--- src/hw/rtl/bdtc_pkg.sv ---
// Shared constants, types and codes for the baseline deviation trigger capture block.
package bdtc_pkg;

   // Ring geometry; depth is a power of two so the pointers wrap on their own
   localparam int RING_DEPTH = 1024;
   localparam int PTR_W      = $clog2(RING_DEPTH);

   // Field widths
   localparam int SAMPLE_W   = 12;
   localparam int OFFSET_W   = 10;
   localparam int WSTART_W   = 10;
   localparam int THRESH_W   = 12;
   localparam int PRETRIG_W  = 10;
   localparam int COUNT_W    = 4;
   localparam int CSR_IDX_W  = 1;
   localparam int CSR_DATA_W = 12;

   // Learning: ten samples feed the baseline, eleven are stored
   localparam logic [COUNT_W-1:0] LEARN_SAMPLES = 4'd10;
   localparam logic [COUNT_W-1:0] STORED_LEARN  = 4'd11;

   // Divide by ten as a multiply by round(2^15 / 10) and a shift; exact for 12-bit input
   localparam int                DIV10_W     = 13;
   localparam logic [DIV10_W-1:0] DIV10_MUL   = 13'd3277;
   localparam int                DIV10_SHIFT = 15;

   // Register reset values
   localparam logic [THRESH_W-1:0]  THRESH_RESET  = 12'd20;
   localparam logic [PRETRIG_W-1:0] PRETRIG_RESET = 10'd20;

   // Register indexes
   localparam logic [CSR_IDX_W-1:0] CSR_TRIG_THRESHOLD = 1'b0;
   localparam logic [CSR_IDX_W-1:0] CSR_PRETRIG_LEN    = 1'b1;

   typedef enum logic [1:0] {
      PH_IDLE  = 2'd0,
      PH_LEARN = 2'd1,
      PH_WAIT  = 2'd2,
      PH_TRIG  = 2'd3
   } phase_type;

   typedef enum logic [1:0] {
      OP_ARM    = 2'd0,
      OP_SAMPLE = 2'd1,
      OP_READ   = 2'd2,
      OP_ABORT  = 2'd3
   } opcode_type;

   // Ring access issued for one transaction
   typedef struct packed {
      logic                we;
      logic [PTR_W-1:0]    waddr;
      logic [SAMPLE_W-1:0] wdata;
      logic                re;
      logic [PTR_W-1:0]    raddr;
   } ring_cmd_type;

   // Result fields known at accept time; read data joins from the registered ring read
   typedef struct packed {
      phase_type           phase;
      logic                trig_hit;
      logic [WSTART_W-1:0] window_start;
      logic [SAMPLE_W-1:0] baseline;
      logic                is_read;
   } step_result_type;

endpackage

--- src/hw/rtl/bdtc_ctrl.sv ---
// Capture control: phase, learning counter, baseline, ring pointer and window base.
module bdtc_ctrl import bdtc_pkg::*; (
   input  logic                 clock,
   input  logic                 reset,
   input  logic                 accept,
   input  opcode_type           opcode,
   input  logic [SAMPLE_W-1:0]  sample_value,
   input  logic [OFFSET_W-1:0]  read_offset,
   input  logic [THRESH_W-1:0]  trig_threshold,
   input  logic [PRETRIG_W-1:0] pretrig_len,
   output ring_cmd_type         ring_cmd,
   output step_result_type      result
);

   phase_type           phase_ff, phase_in;
   logic [PTR_W-1:0]    wp_ff, wp_in;
   logic [COUNT_W-1:0]  count_ff, count_in;
   logic [SAMPLE_W-1:0] sum_ff, sum_in;
   logic [PTR_W-1:0]    wbase_ff, wbase_in;

   logic [SAMPLE_W+DIV10_W-1:0] div_prod;
   logic [SAMPLE_W-1:0]         div_quot;
   logic [SAMPLE_W-1:0]         deviation;
   logic [PTR_W-1:0]            wp_next;
   logic [COUNT_W-1:0]          count_next;
   logic                        hit;

   // Sample divided by ten, truncated
   assign div_prod = (SAMPLE_W+DIV10_W)'(sample_value) * (SAMPLE_W+DIV10_W)'(DIV10_MUL);
   assign div_quot = SAMPLE_W'(div_prod >> DIV10_SHIFT);

   // Absolute deviation from baseline
   assign deviation = (sample_value > sum_ff) ? (sample_value - sum_ff)
                                              : (sum_ff - sample_value);

   assign wp_next    = wp_ff + 1'b1;
   assign count_next = count_ff + 1'b1;

   // Next state, ring command and result for the offered transaction
   always_comb begin
      phase_in       = phase_ff;
      wp_in          = wp_ff;
      count_in       = count_ff;
      sum_in         = sum_ff;
      wbase_in       = wbase_ff;
      hit            = 1'b0;
      ring_cmd.we    = 1'b0;
      ring_cmd.waddr = wp_ff;
      ring_cmd.wdata = sample_value;
      ring_cmd.re    = 1'b0;
      ring_cmd.raddr = wbase_ff + PTR_W'(read_offset);
      unique case (opcode)
         OP_ARM: begin
            wp_in    = '0;
            count_in = '0;
            sum_in   = '0;
            phase_in = PH_LEARN;
         end
         OP_SAMPLE: begin
            if (phase_ff == PH_LEARN) begin
               ring_cmd.we = accept;
               wp_in       = wp_next;
               if (count_ff < LEARN_SAMPLES) begin
                  sum_in = sum_ff + div_quot;
               end
               count_in = count_next;
               if (count_next >= STORED_LEARN) begin
                  phase_in = PH_WAIT;
                  wp_in    = '0;
               end
            end else if (phase_ff == PH_WAIT) begin
               ring_cmd.we = accept;
               wp_in       = wp_next;
               if (deviation > trig_threshold) begin
                  hit      = 1'b1;
                  phase_in = PH_TRIG;
                  wbase_in = wp_next - PTR_W'(pretrig_len);
               end
            end
         end
         OP_READ: begin
            ring_cmd.re = accept;
         end
         OP_ABORT: begin
            phase_in = PH_IDLE;
         end
         default: begin
            phase_in = phase_ff;
         end
      endcase
      result.phase        = phase_in;
      result.trig_hit     = hit;
      result.window_start = WSTART_W'(wbase_in);
      result.baseline     = sum_in;
      result.is_read      = (opcode == OP_READ);
   end

   // Advance state only on an accepted transaction
   always_ff @(posedge clock) begin
      if (reset) begin
         phase_ff <= PH_IDLE;
         wp_ff    <= '0;
         count_ff <= '0;
         sum_ff   <= '0;
         wbase_ff <= '0;
      end else if (accept) begin
         phase_ff <= phase_in;
         wp_ff    <= wp_in;
         count_ff <= count_in;
         sum_ff   <= sum_in;
         wbase_ff <= wbase_in;
      end
   end

endmodule

--- config.mk ---
export PLATFORM = sky130hd
export DESIGN_NAME = bdtc_ctrl
export DESIGN_NICKNAME = d
export VERILOG_FILES = /design/src/hw/rtl/bdtc_pkg.sv /design/src/hw/rtl/bdtc_ctrl.sv
export SDC_FILE = /design/constraint.sdc
export NUM_CORES = 1
export LEC_CHECK = 0
export BUFFER_PORTS_ARGS = -buffer_cell sky130_fd_sc_hd__buf_2
export CORE_MARGIN = 8
export CORE_UTILIZATION = 45
export DETAILED_ROUTE_END_ITERATION = 10
export PLACE_DENSITY = 0.66
export SYNTH_ARGS = -nofsm -noshare
export SYNTH_HDL_FRONTEND = slang
export SYNTH_SLANG_ARGS = --single-unit
--- constraint.sdc ---
create_clock -name clock -period 12.98 [get_ports clock]
set_input_delay 1.298 -clock clock [delete_from_list [all_inputs] [get_ports clock]]
set_output_delay 1.298 -clock clock [all_outputs]
set_load 0.01 [all_outputs]
# Word-level counts from Yosys, hierarchy flattened
# Index checks and enable logic that the tools add are counted.
dict set report totals {
  in_bits 49
  ff_bits 38
  output_inout_bits 60
  word_cells 55
}
dict set report classes {
  mul 1
  addsub 7
  n_mux 27
  order_cmp 4
  n_eq_ne 7
  n_reduce_logical 4
}
# operator n
set op_table {}
lappend op_table {{10-bit 2-to-1 mux} 7}
lappend op_table {{12-bit 2-to-1 mux} 3}
lappend op_table {{12-bit > comparator} 2}
lappend op_table {{12-bit by 12-bit multiplier with 24-bit output, second input constant} 1}
lappend op_table {{12-bit one-hot mux with 2 select lines} 1}
lappend op_table {{12-bit subtractor} 2}
lappend op_table {{10-bit one-hot mux with 2 select lines} 1}
lappend op_table {{12-bit by 9-bit adder with 12-bit output} 1}
lappend op_table {{10-bit by 1-bit adder with 10-bit output, second input constant} 1}
lappend op_table {{10-bit adder} 1}
lappend op_table {{10-bit subtractor} 1}
lappend op_table {{1-bit 2-to-1 mux} 8}
lappend op_table {{2-bit 2-to-1 mux} 4}
lappend op_table {{4-bit one-hot mux with 2 select lines} 1}
lappend op_table {{2-bit equality test, second input constant} 3}
lappend op_table {{2-bit one-hot mux with 3 select lines} 1}
lappend op_table {{3-bit AND reduction} 2}
lappend op_table {{4-bit by 1-bit adder with 4-bit output, second input constant} 1}
lappend op_table {{2-bit by 1-bit equality test with 1-bit output, second input constant} 2}
lappend op_table {{4-bit greater-or-equal comparator, second input constant} 1}
lappend op_table {{4-bit less-than comparator, second input constant} 1}
lappend op_table {{4-bit 2-to-1 mux} 1}
lappend op_table {{3-bit inequality test, second input constant} 1}
lappend op_table {{2-bit logical NOT} 1}
lappend op_table {{other kinds (2)} 2}

# Logic depth before layout (Yosys ltp)
# Gate-level depths: netlist of run 1.
dict set report logic_depth {
  depth_word 7
  ltp_mapped 26
  depth_no_buf 26
}

# Least setup slack after synthesis of run 1
# Ideal clock, no wire load.
dict set report synth_path {
  kind {input-to-output}
  start {input port sample_value[7]}
  end {output port result[10] (netlist name)}
  path_buffers 0
  arrival_ns 6.824
  cell_stages 25
  slack_ns 4.858
  cell_sequence {ha_1 -> inv_1 -> fa_1 -> fa_1 -> inv_1 -> fa_1 -> inv_1 -> fa_1 -> inv_1 -> ha_1 -> a211oi_1 -> nand2_1 -> a21oi_1 -> nor2_1 -> a21oi_1 -> xnor2_1 -> ha_1 -> a21o_1 -> a21oi_1 -> o21bai_1 -> a2111o_1 -> a311oi_1 -> or3_1 -> a21oi_1 -> o21ai_0}
}
# element line
set synth_rtl {}
lappend synth_rtl {{start, declared} bdtc_ctrl.sv:7} ;# input logic [SAMPLE_W-1:0] sample_value,
lappend synth_rtl {{end, declared} bdtc_ctrl.sv:12} ;# output step_result_type result

==> results of run 1 <==
==> worst paths after layout <==
| kind | from | endpoint |
|---|---|---|
| worst max-delay path | sample_value[3] | result[10] |
| worst min-delay path | wbase_ff[3] | wbase_ff[3] |
| worst max register to register | sum_ff[1] | wbase_ff[2] |
| worst min register to register | wbase_ff[3] | wbase_ff[3] |
==> area by class of cell <==
| type | instances | area, um2 |
|---|---|---|
| Clock inverter | 1 | 5.005 |
| Timing Repair Buffer | 108 | 540.5 |
| Clock buffer | 7 | 142.6 |
| Tap cell | 216 | 270.3 |
| Inverter | 152 | 570.5 |
| Sequential cell | 38 | 760.7 |
| Fill cell | 1605 | 7766 |
| Multi-Input combinational cell | 634 | 5599 |
==> registers in the layout, summed over array words and instances, names as in the netlist <==
name and cells:
wp_ff 10, sum_ff 12, phase_ff 2, wbase_ff 10
count_ff 4
==> power groups by stage <==
stage	sequential, uW	combinational (uW)	clock [uW]
global route	125	732	129
finish	125	620	122
CTS	125	629	125
floorplan	125	495	0
detailed placement	127	625	0
global placement	127	615	0
==> per-stage QoR <==
| stage | util (%) | total power, uW | worst slack, ns | cells | hold slack [ns] |
|---|---|---|---|---|---|
| final | 50.39 | 866.0 | 4.229 | 1156 | 0.5042 |
| after global routing | 50.39 | 986.5 | 3.744 | 1156 | 0.5218 |
| after CTS | 50.39 | 878.4 | 4.230 | 1156 | 0.5071 |
| after detailed placement | 49.45 | 752.5 | 4.258 | 1148 | 0.4985 |
| after global placement | 49.45 | 742.1 | 4.269 | 1148 | 0.4950 |
| after floorplan | - | 620.5 | 4.858 | 853 | 0.4695 |
==> routing by layer <==
metal | wire, um | track usage, % | vias up
li1 | - | - | 3049
met4 | 148 | 2.318 | 0
met2 | 8000 | 29.77 | 103
met5 | 0 | 0 | -
met1 | 8183 | 23.20 | 2700
met3 | 594 | 1.848 | 11
==> tightest hold or removal path, cell delays in order (launching register included) <==
cell and delay, ns:
dfxtp_1 0.32, nor2_1 0.09, nor3_1 0.05
==> cells by family after synthesis <==
family          Yosys count  synth area share, %
fa+ha+maj               196                39.02
simple gates            192                13.11
buf+inv                 181                10.41
compound gates          161                15.38
xor+xnor                 55                6.791
flops                    38                10.73
mux                      30                4.569
==> layout by cell type (no fill, tap or decap), types with 15 or more instances in the layout <==
| cell | n |
|---|---|
| nand2_1 | 45 |
| ha_1 | 154 |
| mux2i_1 | 17 |
| xnor2_1 | 34 |
| o21ai_0 | 35 |
| xor2_1 | 21 |
| a21o_1 | 15 |
| buf_2 | 108 |
| a21oi_1 | 43 |
| fa_1 | 42 |
| nand3_1 | 16 |
| nor3_1 | 17 |
| dfxtp_1 | 38 |
| inv_1 | 152 |
| nor2_1 | 68 |
==> impl_metrics.toml, run 1 <==
[setup_path]
start_kind = "primary input"
cp_data_required_time_ns = 11.68
cp_slowest_cell = "fa_1"
crit_buf_inv = 6
crit_arrival_ns = 7.45
critPathCaptureType = "output port"
critPathTopFamily = "adder cells"
crit_path_max_incr_delay_ns = 0.54
ff2ff_setup_slack_ns = 7.52
critPathMaxFanout = 8
cp.depth = 27
rr_worst_depth = 18
path_class = "in2out"

[routing]
wl_um = 16930
drt_iter0_markers = 286
num_vias = 5863
remaining_drc_errors = 0
postRouteAntennaNets = 0
dr.pass1.iters = 5
via_per_inst = 5.072
wl_per_cell_um = 14.64

[floorplan]
die_y_um = 141.6
die-area_mm2 = 0.02004
ios = 109
initial_core_util_pct = 45.31
die_w_um = 141.6
core_area_mm2 = 0.01566
row_count = 46

[hold_path]
min_path_cells = 2
min_path_type = "reg2reg"

[clocking]
numClockSinks = 38
clk_latency_ns = 0.28
cts-htree-levels = 2
cts_tree = "done"
cts.repair.resized = 0
cts_buffers = 5
post-cts-setup-buffers = 0
cts_buffer_depth = 2
clk_pin_slew_ns = 0.06
hold_buffers = 0
cts_root_buffer = "clkbuf_16"

[pwr]
internal_power_uw = 471.2
seqPwrFrac_pct = 14.4
power.switching_uw = 394.8
pwr-share-comb_pct = 71.5
power_frac_clock_pct = 14.1
swShare_pct = 45.59
powerDensity_mw_per_mm2 = 109.8
peakVddDrop_mv = 0.07217
p_leak_uw = 0.004262

[global_routing]
antenna_found_initial = 0
grt_pass1_wl_um = 28760
grt_overflow_total = 0
grt_max_degree = 37
grt_pass1_vias = 5959
grt_use_total_pct = 17.25

[placement]
portBuffers = 108
gp_congestion = 0.9007
dp.final_hpwl_um = 14320
place_area_mm2 = 0.007741

[final_layout]
nets = 1184
final_area_mm2 = 0.007889
area_delta_synth_final_pct = 11.22
antennaDiodeCount = 0
layout-drive-gt1-share_pct = 14.57

[synth]
yosys_register_bits = 38
yosys-top-cells-area = "ha_1 27%, fa_1 12%, dfxtp_1 11%"
synth_seq_area_share_pct = 10.72
synth.net_count = 1098
synth_largest_area_cell = "ha_1"
synth_area_mm2 = 0.007093
synth_most_common_cell = "ha_1"
ys.flop_type = "dfxtp_1"
async_reset_ff_share_pct = 0
ys_warn_count = 0
yosysTopAreaCellShare_pct = 27.17
avgSynthCellArea_um2 = 8.315
synthCells = 853
yosysUniqueCellTypes = 66
synth_edf_count = 0
synth_common_cells = "154 x ha_1, 152 x inv_1, 68 x nor2_1"

[timing]
relSlewSlack_pct = 38.79
tightest_slew_ns = 0.9164
finalSetupViolCount = 0
final_max_slew_viol_count = 0
rsz0062_at_grt = "no"
max_freq_mhz = 114.3
final_hold_viol_count = 0
min_period_ns = 8.751
setup_tns_ns = 0
fin_crit_sh_pct = 67.42
fin_skew_ns = 0.006636

[status]
run_status = "finished, final reports clean"

[run]
maxCapViolCount = 0
Power figures use the tool's default switching activity.
==> run 2: changes to the inputs <==
ABC_AREA = 1   (was not set)
PLACE_DENSITY = 0.67   (was 0.66)
clock period = 7.5 ns   (was 12.98 ns; I/O delays follow)
==> impl_metrics.toml, run 2 <==
[synth]
async_reset_ff_share_pct = 0
synth_most_common_cell = "nand2_1"
synthCells = 1171
avgSynthCellArea_um2 = 6.808
synth_area_mm2 = 0.007973
ys.flop_type = "dfxtp_1"
synth_largest_area_cell = "ha_1"
yosysTopAreaCellShare_pct = 24.17
synth.net_count = 1416
yosys_register_bits = 38
synth_common_cells = "248 x nand2_1, 239 x inv_1, 154 x ha_1"
ys_warn_count = 0
synth_edf_count = 0
synth_seq_area_share_pct = 9.542
yosysUniqueCellTypes = 44
yosys-top-cells-area = "ha_1 24%, nand2_1 12%, inv_1 11%"

[clocking]
cts-htree-levels = 2
cts_tree = "done"
cts_buffers = 5
numClockSinks = 38
post-cts-setup-buffers = 0
clk_pin_slew_ns = 0.06
clk_latency_ns = 0.28
cts_buffer_depth = 2
cts_root_buffer = "clkbuf_16"

[placement]
place_ws_ns = 0.3297
dp_cells = 1473
gp_congestion = 0.9493
portBuffers = 108
dp.final_hpwl_um = 18220

[timing]
setup_tns_ns = 0
final_hold_viol_count = 0
min_period_ns = 7.023
whs_ns = 0.5107
rsz0062_at_grt = "no"
relSlewSlack_pct = 57.84
max_freq_mhz = 142.4
final_max_slew_viol_count = 0
fin_crit_sh_pct = 93.64
tightest_slew_ns = 0.6324
finalSetupViolCount = 0
fin_ws_ns = 0.4772
fin_skew_ns = 0.003630

[routing]
postRouteAntennaNets = 0
drt_iter0_markers = 386
dr.pass1.iters = 6
remaining_drc_errors = 0
via_per_inst = 5.020
wl_per_cell_um = 14.32
num_vias = 7434
wl_um = 21210

[final_layout]
final_cell_mix = "248 x nand2_1, 239 x inv_1, 154 x ha_1, 108 x buf_2, 96 x a21oi_1"
multi_input_area_mm2 = 0.006060
regMostFlops = "sum_ff"
nets = 1500
final_cells = 1481
layout-drive-gt1-share_pct = 12.50
largest_register_ff_count = 12
regArea_um2 = 760.7
fillCellCount = 1786
reg_top3 = "sum_ff: 12 flops, wbase_ff: 10 flops, wp_ff: 10 flops"
final_common_cell = "nand2_1"
area_delta_synth_final_pct = 9.526
antennaDiodeCount = 0

[setup_path]
path_class = "in2out"
crit_path_max_incr_delay_ns = 0.54
cp_slowest_cell = "fa_1"
crit_buf_inv = 10
crit_arrival_ns = 6.27
start_kind = "primary input"
crit_top_cell = "inv_1"
critPathCaptureType = "output port"
critPathMaxFanout = 8
critPathTopFamily = "adder cells"
cp_data_required_time_ns = 6.75

[floorplan]
initial_core_util_pct = 46.09
core_area_mm2 = 0.01730
die_y_um = 149.1
die_w_um = 149.1
ios = 109
die-area_mm2 = 0.02223
row_count = 48

[global_routing]
grt_overflow_total = 0
grt_pass1_wl_um = 35270
grt_max_degree = 30
grt_use_total_pct = 19.26
antenna_found_initial = 0
grt_pass1_vias = 7242

[pwr]
p_total_uw = 1860
peakVddDrop_mv = 0.1260
p_leak_uw = 0.005001
powerDensity_mw_per_mm2 = 213.0

[status]
run_status = "finished, final reports clean"

[run]
maxCapViolCount = 0

[hold_path]
min_path_type = "reg2reg"
==> run 2: timing repair <==
item | in CTS | in global routing
hold buffers | 0 | 0
gates resized for setup | 0 | 5
setup endpoints to repair | 0 | 5
==> run 2: routing by layer <==
| layer | vias up | track usage (%) | share of wire [%] |
|---|---|---|---|
| li1 | 3856 | - | - |
| met1 | 3393 | 26.29 | 48 |
| met4 | 0 | 3.483 | 1.4 |
| met5 | - | 0 | 0 |
| met2 | 164 | 31.95 | 45 |
| met3 | 21 | 2.579 | 5.0 |
==> run 2: per-stage QoR <==
stage               utilization (%)  cell area, um2
global route                  50.48            8732
CTS                           50.43            8722
global placement              49.55            8571
finish                        50.48            8732
floorplan                         -            7973
detailed placement            49.55            8571
==> run 2: logic make-up (layout without fill, tap and decap cells) <==
family / count (synthesis) / in the layout / share of synthesized area (%)
AOI/OAI and AO/OA: 200 / 200 / 13.81
DFF: 38 / 38 / 9.542
adders and majority gates: 196 / 196 / 34.71
and+or+nand+nor: 398 / 398 / 20.87
buffers and inverters: 280 / 365 / 14.58
xor gates and xnor gates: 59 / 59 / 6.482
==> run 2: area by class of cell <==
class	count	share of cell area, %
clock buffer	6	1.590
sequential	38	8.712
clock inverter	2	0.1433
multi-input combinational	853	69.39
timing repair buffer	108	6.190
tap	225	3.224
inverter	249	10.75
==> run 2: final timing paths <==
| path | start | to | slack, ns | depth (start not counted) |
|---|---|---|---|---|
| min reg2reg | wp_ff[4] | wp_ff[4] | 0.51 | 2 |
| min | wp_ff[4] | wp_ff[4] | 0.51 | 2 |
| max reg2reg | sum_ff[1] | wbase_ff[6] | 3.61 | 25 |
| max | sample_value[7] | result[11] | 0.48 | 30 |
==> run 2: report_power, final <==
| part | switching, uW | internal [uW] | leakage, uW |
|---|---|---|---|
| Combinational | 887 | 532 | 0.00462 |
| Clock | 88.9 | 132 | 0.0000729 |
| Sequential | 9.51 | 210 | 0.000310 |
==> run 2: tightest hold or removal path, stage by stage (launching register included) <==
cell and delay [ns]:
dfxtp_1 0.33, nand2_1 0.07, a21oi_1 0.06
==> run 3: changes to the inputs <==
BUFFER_PORTS_ARGS = not set   (was -buffer_cell sky130_fd_sc_hd__buf_2)
DONT_BUFFER_PORTS = 1   (was not set)
PLACE_DENSITY = not set   (was 0.67)
==> impl_metrics.toml, run 3 (synthesis gave the netlist of run 2 again) <==
[status]
run_status = "finished, final reports clean"

[clocking]
numClockSinks = 38
cts-htree-levels = 2
post-cts-setup-buffers = 0
cts.repair.resized = 0
cts_root_buffer = "clkbuf_16"
hold_buffers = 0
cts_buffers = 5
cts_buffer_depth = 2
clk_latency_ns = 0.29
cts_tree = "done"
clk_pin_slew_ns = 0.06

[setup_path]
start_kind = "primary input"
crit_buf_inv = 7
crit_arrival_ns = 6.16
path_class = "in2out"
ff2ff_setup_slack_ns = 3.52
critPathCaptureType = "output port"
cp_slowest_cell = "fa_1"
rr_worst_depth = 25
cp_data_required_time_ns = 6.75
critPathTopFamily = "adder cells"
critPathMaxFanout = 8
crit_path_max_incr_delay_ns = 0.54
r2r_start = "sum_ff[1]"
r2r_end = "wbase_ff[4]"
crit_top_cell = "nand2_1"

[global_routing]
antenna_found_initial = 0
grt_max_degree = 30
grt_pass1_vias = 6533
grt_use_total_pct = 18.53
grt_pass1_wl_um = 33740
grt.busiest_layer = "met2"
grt_overflow_total = 0
grtUsageMet1_pct = 26.17
grt_util_met3_pct = 2.700
use_met2_pct = 30.23

[floorplan]
ios = 109
die_y_um = 149.1
initial_core_util_pct = 46.09
core_area_mm2 = 0.01730
die_w_um = 149.1
row_count = 48
die-area_mm2 = 0.02223

[routing]
num_vias = 6894
dr.pass1.iters = 5
drt_iter0_markers = 435
remaining_drc_errors = 0
wl_per_cell_um = 15.07
wl_um = 20700
postRouteAntennaNets = 0
via_per_inst = 5.021

[timing]
min_period_ns = 6.914
fin_crit_sh_pct = 92.18
final_hold_viol_count = 0
fin_skew_ns = 0.006231
tightest_slew_ns = 0.7214
final_max_slew_viol_count = 0
setup_tns_ns = 0
fin_ws_ns = 0.5865
rsz0062_at_grt = "no"
relSlewSlack_pct = 51.40
max_freq_mhz = 144.6
finalSetupViolCount = 0

[placement]
dp_cells = 1365
place_ws_ns = 0.6047
portBuffers = 0
dp.final_hpwl_um = 17500
gp_congestion = 0.8967

[final_layout]
final_cell_mix = "248 x nand2_1, 239 x inv_1, 154 x ha_1, 96 x a21oi_1, 70 x nor2_1"
reg_top3 = "sum_ff: 12 flops, wbase_ff: 10 flops, wp_ff: 10 flops"
final_common_cell = "nand2_1"
final_cells = 1373
antennaDiodeCount = 0
fillCellCount = 1803
largest_register_ff_count = 12
regArea_um2 = 760.7
regMostFlops = "sum_ff"
multi_input_area_mm2 = 0.006050
nets = 1392
postLayoutCoreUtil_pct = 47.55
layout-drive-gt1-share_pct = 4.007
area_delta_synth_final_pct = 3.154

[pwr]
peakVddDrop_mv = 0.1071
powerDensity_mw_per_mm2 = 225.1
p_leak_uw = 0.004545
p_total_uw = 1851

[hold_path]
min_path_type = "reg2reg"
worstHoldStart = "sum_ff[0]"
min_path_cells = 2
holdPathEnd = "sum_ff[0]"

[run]
maxCapViolCount = 0
==> run 3: cell types whose count changed in the layout (fill, tap and decap cells not counted) <==
cell,before,now
a21boi_0,0,1
a21boi_2,1,0
buf_2,108,0
bufinv_16,0,2
clkbuf_8,1,0
clkinv_2,2,1
clkinv_4,0,1
clkinvlp_4,1,0
fa_1,41,42
fa_2,1,0
o21ai_0,53,54
o21ai_2,3,2
==> run 3: layout make-up <==
class                   instances  area share (%)
well taps                     225           3.423
clock buffers                   5           1.521
multi-input cells             853           73.56
clock inverters                 3          0.8368
flip-flops and latches         38           9.250
inverters                     249           11.41
==> run 3: stage by stage <==
step | hold slack, ns | instance area (um2)
floorplan | 0.4769 | 7973
global placement | 0.5095 | 8030
detailed placement | 0.5183 | 8030
CTS | 0.5284 | 8224
global route | 0.5324 | 8224
finish | 0.5376 | 8224
==> run 3: routing by layer <==
metal | share of wire, % | up-vias
met5 | 0 | -
met4 | 0.39 | 0
met3 | 4.8 | 8
met2 | 45 | 143
met1 | 50 | 3110
li1 | - | 3633
==> run 3: how the worst max path moves through the flow <==
stage                    startpoint    endpoint  slack, ns  cells past startpoint
floorplan           sample_value[6]   result[7]       1.02                     27
global placement    sample_value[3]  result[11]       0.66                     29
detailed placement  sample_value[3]  result[11]       0.60                     29
CTS                 sample_value[3]  result[11]       0.60                     29
global route        sample_value[6]  result[11]       0.16                     29
finish              sample_value[3]  result[11]       0.59                     29
==> run 3: where the power goes <==
group | total (uW) | switching, uW | internal [uW] | leakage [uW]
logic | 1350 | 847 | 499 | 0.00414
clock network | 285 | 93.2 | 191 | 0.0000940
registers | 220 | 10.1 | 210 | 0.000310
total | 1850 | 951 | 901 | 0.00455
==> run 3: worst min-delay path, delay by kind of cell (launching register included) <==
kind,cells,cell delay (ns)
compound gates,1,0.06
flops,1,0.36
simple gates,1,0.08
